### src/bpt_pkg.sv
// Shared constants and control types for the bilinear pole transform.
package bpt_pkg;

  localparam logic [63:0]        GAIN_START_RST = 64'h0001_0000_0000_0000;
  localparam logic [30:0]        THRESH_RST     = 31'd1;
  localparam logic [63:0]        ONE_Q48        = 64'h0001_0000_0000_0000;
  localparam logic signed [33:0] ONE_Q24        = 34'sd16777216;
  localparam logic [63:0]        MAX32          = 64'h0000_0000_7FFF_FFFF;
  localparam logic [63:0]        MAX64          = 64'h7FFF_FFFF_FFFF_FFFF;
  localparam int unsigned        DIV_STEPS      = 64;

  typedef enum logic {
    REG_GAIN_START     = 1'b0,
    REG_REAL_THRESHOLD = 1'b1
  } cfg_reg_t;

  typedef enum logic [1:0] {
    SQ_AR,
    SQ_UI,
    SQ_UR
  } sq_sel_t;

  typedef struct packed {
    logic    capture;
    logic    sq_en;
    sq_sel_t sq_sel;
    logic    sum;
    logic    prep;
    logic    load;
    logic    step;
    logic    clamp;
    logic    commit;
  } bpt_cmd_t;

  typedef struct packed {
    logic is_real;
  } bpt_status_t;

endpackage

### src/bpt_ctrl.sv
// Controller: sequences squaring, operand preparation, division and the output register.
module bpt_ctrl
  import bpt_pkg::*;
(
  input  logic        clk,
  input  logic        rst,
  input  logic        in_valid,
  output logic        in_ready,
  output logic        out_valid,
  input  logic        out_ready,
  input  bpt_status_t status,
  output bpt_cmd_t    cmd
);

  localparam int unsigned     CNT_W    = $clog2(DIV_STEPS);
  localparam logic [CNT_W-1:0] CNT_LAST = CNT_W'(DIV_STEPS - 1);

  typedef enum logic [3:0] {
    S_IDLE,
    S_SQ_AR,
    S_SQ_UI,
    S_SQ_UR,
    S_SUM,
    S_PREP,
    S_LOAD,
    S_DIV,
    S_CLAMP,
    S_OUT
  } state_t;

  state_t           state;
  logic [CNT_W-1:0] count;
  logic             out_free;

  assign out_free = !out_valid || out_ready;
  assign in_ready = (state == S_IDLE);

  always_comb begin
    cmd         = '0;
    cmd.sq_sel  = SQ_AR;
    cmd.capture = (state == S_IDLE) && in_valid;
    unique case (state)
      S_SQ_AR: begin
        cmd.sq_en  = 1'b1;
        cmd.sq_sel = SQ_AR;
      end
      S_SQ_UI: begin
        cmd.sq_en  = 1'b1;
        cmd.sq_sel = SQ_UI;
      end
      S_SQ_UR: begin
        cmd.sq_en  = 1'b1;
        cmd.sq_sel = SQ_UR;
      end
      S_SUM:   cmd.sum    = 1'b1;
      S_PREP:  cmd.prep   = 1'b1;
      S_LOAD:  cmd.load   = 1'b1;
      S_DIV:   cmd.step   = 1'b1;
      S_CLAMP: cmd.clamp  = 1'b1;
      S_OUT:   cmd.commit = out_free;
      default: cmd.sum    = 1'b0;
    endcase
  end

  always_ff @(posedge clk) begin
    if (rst) begin
      state     <= S_IDLE;
      count     <= '0;
      out_valid <= 1'b0;
    end else begin
      if ((state == S_OUT) && out_free) begin
        out_valid <= 1'b1;
      end else if (out_valid && out_ready) begin
        out_valid <= 1'b0;
      end
      unique case (state)
        S_IDLE: begin
          if (in_valid) begin
            state <= S_SQ_AR;
          end
        end
        // A real pole needs no squares; the first one is simply discarded.
        S_SQ_AR: state <= status.is_real ? S_PREP : S_SQ_UI;
        S_SQ_UI: state <= S_SQ_UR;
        S_SQ_UR: state <= S_SUM;
        S_SUM:   state <= S_PREP;
        S_PREP:  state <= S_LOAD;
        S_LOAD: begin
          count <= '0;
          state <= S_DIV;
        end
        S_DIV: begin
          count <= count + 1'b1;
          if (count == CNT_LAST) begin
            state <= S_CLAMP;
          end
        end
        S_CLAMP: state <= S_OUT;
        S_OUT: begin
          if (out_free) begin
            state <= S_IDLE;
          end
        end
        default: state <= S_IDLE;
      endcase
    end
  end

endmodule

### config.mk
export PLATFORM = sky130hd
export DESIGN_NAME = bpt_ctrl
export DESIGN_NICKNAME = d
export VERILOG_FILES = /design/src/bpt_pkg.sv /design/src/bpt_ctrl.sv
export SDC_FILE = /design/constraint.sdc
export NUM_CORES = 1
export LEC_CHECK = 0
export BUFFER_PORTS_ARGS = -buffer_cell sky130_fd_sc_hd__buf_4
export CAP_MARGIN = 20
export CORE_MARGIN = 2
export CORE_UTILIZATION = 25
export CTS_BUF_LIST = sky130_fd_sc_hd__clkbuf_8
export CTS_CLUSTER_DIAMETER = 40
export DETAILED_ROUTE_END_ITERATION = 12
export GPL_TIMING_DRIVEN = 0
export PLACE_DENSITY = 0.55
export SYNTH_ARGS = -nofsm -noshare
export SYNTH_HDL_FRONTEND = slang
export SYNTH_SLANG_ARGS = --single-unit
### constraint.sdc
create_clock -name clk -period 1.13 [get_ports clk]
set_input_delay 0 -clock clk [delete_from_list [all_inputs] [get_ports clk]]
set_output_delay 0 -clock clk [all_outputs]
set_load 0.01 [all_outputs]
======== Yosys cells after proc, flatten, opt, wreduce, memory -nomap -nowiden ========
Cells that the tools add are included.
storage, ports and cells
  logic and storage cells ................. 41
  input bits .............................. 5
  output and inout port bits .............. 12
  flip-flop bits (word level) ............. 11
cells by class
  add/sub/neg operators ................... 1
  eq/ne operators ......................... 13
  mux-type cells .......................... 15
  reductions and logical operators ........ 9
operator list
  kind                                                 count
  case mux 4 bit (10 select lines)                     1
  equality test 4 x 3 -> 1 bit, second input constant  4
  two-way mux 4 bit                                    3
  case mux 6 bit (2 select lines)                      1
  case mux 3 bit (3 select lines)                      1
  equality test 4 x 2 -> 1 bit, second input constant  2
  equality test 4 bit, second input constant           2
  two-way mux 1 bit                                    8
  adder 6 x 1 -> 6 bit, second input constant          1
  equality test 6 bit, second input constant           1
  inequality test 2 bit, second input constant         3
  equality test 4 x 1 -> 1 bit, second input constant  1
  logical NOT 4 bit                                    1
  nonzero test 2 bit                                   2
  logical AND 1 bit                                    3
  two-way mux 3 bit                                    1
  AND reduction 3 bit                                  1
  logical NOT 1 bit                                    1
  logical OR 1 bit                                     1

======== Logic depth before layout (Yosys ltp) ========
  depth after elaboration ................. 4
  mapped depth ............................ 5
  mapped depth without buffers ............ 4

======== Worst setup path after synthesis ========
Ideal clock, no wire load.
  kind .................................... register to register
  start ................................... register state[3]
  end ..................................... register state[0]
  slack ................................... -0.217 ns
  clock period less this slack ............ 1.347 ns
  stages on the path, launching flop included .. 5
  path buffers ............................ 1
  data arrival time ....................... 1.214 ns
  path through ............................ dfxtp_1 -> buf_2 -> nor4_1 -> nor2b_1 -> a311oi_1
on the way
  cells in the longest elaborated chain, start to end .. 3
  elaborated cells between the ends (all ways) .. 15
  those cells by class .................... eq/ne (12); mux (1); reduce/logical (2)
RTL lines
  item                             line            source
  start: declaration               bpt_ctrl.sv:31  state_t state;
  start signal: assignment         bpt_ctrl.sv:83  S_SQ_AR: state <= status.is_real ? S_PREP : S_SQ_UI;
  logical NOT 4 bit *              -
  named net in_ready               bpt_ctrl.sv:8   output logic in_ready,
  inequality test 2 bit (no line)  -
  AND reduction 3 bit (no line)    -
The timed path passes the listed nets; every way through them passes the cells marked *.
A chain may end at the register's enable or synchronous reset.

======== Final worst setup path ========
  start ................................... register count[1]
  end ..................................... register count[5]
on the way
  cells in the longest elaborated chain, start to end .. 2
RTL lines
  item                             line            source
  start: declaration               bpt_ctrl.sv:32  logic [CNT_W-1:0] count;
  start signal: assignment         bpt_ctrl.sv:93  count <= count + 1'b1;
  adder 6 x 1 -> 6 bit             bpt_ctrl.sv:93
  case mux 6 bit (2 select lines)  bpt_ctrl.sv:76  unique case (state)
Every way passes these cells.

==> flow_metrics.tcl <==
set metrics [dict create \
    status "finished, violations left" \
    violations "negative setup slack" \
    nFillCells 225 \
    fin_worst_skew_ns 0.000766 \
    path_cells "nand3_2, or4_1, a31oi_1" \
    slew_headroom_pct 64.1 \
    path_delay_family "simple AND/OR/NAND/NOR gates" \
    dp_hpwl_um 1130 \
    numClockSinks 11 \
    leakage_nw 0.415 \
    rsz0062_at_grt "true" \
    insertion_delay_ns 0.24 \
    cts_buffer_depth 2 \
    io_buffer_count 15 \
    fp.coreArea_um2 2450 \
    ir_drop_mv 0.596 \
    htreeDepth 1 \
    crit_buf_inv 0 \
    cts-root-buf "clkbuf_8" \
    drv_cap 0 \
    die_x_um 54.6 \
    critPathLaunchType "flip-flop" \
    holdBufCountCts 0 \
    timing.final.crit_share_pct 110 \
    regArea_um2 243 \
    arrival_ns 1.41 \
    drc 0 \
    avgViaCountPerCell 5.30 \
    num_vias 731 \
    drt_iter0_drc 13 \
    fmax_mhz 804 \
    path_class "flip-flop to flip-flop" \
    grt_use_met2_pct 25.6 \
    final.min_clock_period_ns 1.24 \
    grt_pass1_vias 680 \
    syn_area_per_cell_um2 7.91 \
    cts_tree "built" \
    grt_overflow_total 0 \
    postLayoutCoreUtil_pct 45.2 \
    endpoint_kind "flip-flop" \
    start_util_pct 26.1 \
    yosysUniqueCellTypes 31 \
    synth_area_um2 641 \
    diodes 0 \
    synthFlopType "dfxtp_1" \
    path_clk_slew_ns 0.05 \
    groute.layer.met1.usage_pct 20.2 \
    gp_congestion 0.690 \
    syn_inst 81 \
    drt_wl_total_um 2070 \
    grt_busiest_layer "met2" \
    ys_warn_count 0 \
    die-area_um2 2980 \
    pin_count 17 \
    grt_first_pass_wirelength_um 3340 \
    min_path_type "primary input to flip-flop" \
    antenna_found_initial 0 \
    drive_gt1_share_pct 57.4 \
    critPathMaxFanout 4 \
    wire_per_inst_um 15.0 \
    fin_ws_ns -0.114 \
    p_per_area_nw_per_um2 1110 \
    use_met3_pct 0.820 \
    slowest_stage "or4_1" \
    fin_nets 115 \
    slew_violations 0 \
    synth.ff_latch_count 11 \
    place_inst 126 \
    rows 18 \
    synth-edff-count 0 \
    setup_violations 14 \
    grt_max_degree 11 \
    place_ws_ns -0.203 \
    syn_nets 87 \
    worst_slew_pin_slew_ns 0.538 \
    cts_buffers 3 \
    hold_viol 0 \
    crit_path_max_incr_delay_ns 0.51 \
    grt_usage_pct 15.9 \
    syn_to_final_growth_pct 73.2 \
    multiInputGateArea_um2 520 \
    ant_nets 0 \
    stdcell_count 138 \
    die_y_um 54.6 \
    critPathRequiredTime_ns 1.30 \
    async_reset_ff_share_pct 0 \
    synth.yosys.seq_area_share_pct 34.4 \
    firstDrtPassIters 6 \
]
[synth_stat cells (2+ instances only)]
cell,number,area share (%)
a21oi_1,2,1.6
a311oi_1,4,5.5
a31oi_1,2,2.0
a41oi_1,2,2.7
and2_1,2,2.0
buf_2,2,1.6
clkbuf_1,4,2.3
dfxtp_1,11,34
inv_1,2,1.2
nand2_1,4,2.3
nand2b_1,8,7.8
nand3_1,3,2.3
nand3b_1,2,2.3
nor2_1,10,5.9
nor3_1,4,3.1
nor3b_1,2,2.3
o21a_1,2,2.3
o21ai_0,2,1.6
[area by class of cell]
cell class	count	area share [%]
plain buffers	6	6.20
clock buffers	3	3.72
clock inverters	1	0.338
inverters	2	0.676
multi-input cells	62	46.9
flip-flops and latches	11	21.9
well taps	30	3.38
repair buffers	23	16.9
[per-layer routing]
metal | share of wire, % | up-vias
li1 | - | 355
met2 | 47 | 23
met5 | 0 | -
met4 | 2.4 | 0
met1 | 46 | 349
met3 | 4.1 | 4
[through the flow]
step | hold slack, ns | TNS [ns] | area (um2) | power [W]
6_report | 0.0887 | -0.556 | 1110 | 0.00123
5_1_grt | 0.113 | -1.52 | 1110 | 0.00128
4_1_cts | 0.0832 | -0.424 | 1040 | 0.00119
3_5_place_dp | 0.301 | -1.51 | 827 | 0.000690
3_3_place_gp | 0.297 | -1.43 | 827 | 0.000688
2_1_floorplan | 0.144 | -0.0425 | 677 | 0.000594
[worst reg2reg max path, cell delays in order, from the launching register on]
cell     delay [ns]
dfxtp_2        0.39
nand3_2        0.11
or4_1          0.51
a31oi_1        0.16
[cell usage in the layout (no fill, tap or decap), types with 2 or more instances in the layout]
cell type   n
o21ai_0     2
nand2_1     4
clkbuf_8    5
nor2_1      6
nor2_2      4
a21oi_1     2
dfxtp_4     5
buf_4      18
nand2b_4    4
dfxtp_2     3
inv_1       2
buf_6       6
nor3_2      2
a311oi_1    4
nand3b_1    2
o21a_1      2
dfxtp_1     3
nand3_1     2
nand2b_1    4
a31oi_1     2
a41oi_2     2
nor3b_2     2
[cells by family (layout without fill, tap and decap cells)]
logic type,after synthesis,in the layout,share of synthesized area [%]
flip-flops,11,11,34.4
buffers and inverters,8,35,5.08
adder cells (fa/ha/maj),1,1,1.95
AND/OR/NAND/NOR,40,40,33.6
AO/OA/AOI/OAI,21,21,25.0
[flip-flops by register name, indices dropped and copies added, names as in the netlist]
signal and cells:
state 4, count 6, out_valid 1
[path summary, 6_finish.rpt]
| check | start | endpoint | slack (ns) | cells past startpoint |
|---|---|---|---|---|
| worst max-delay path | count[1] | count[5] | -0.11 | 3 |
| worst min-delay path | in_valid | state[0] | 0.09 | 3 |
| worst max register to register | count[1] | count[5] | -0.11 | 3 |
| worst min register to register | count[3] | count[3] | 0.51 | 1 |
[where the power goes]
group	switching (W)	total (W)	internal (W)
Sequential	0.0000338	0.000438	0.000405
Clock	0.000163	0.000403	0.000240
Combinational	0.000178	0.000386	0.000208
[what timing repair did]
| action | 4_1_cts | 5_1_grt |
|---|---|---|
| endpoints found under the setup margin | 21 | 20 |
| pin swaps | 8 | 9 |
| resized for setup | 30 | 15 |
| gates cloned | 2 | 0 |
| buffers inserted | 6 | 0 |
(Power assumes the default switching activity.)
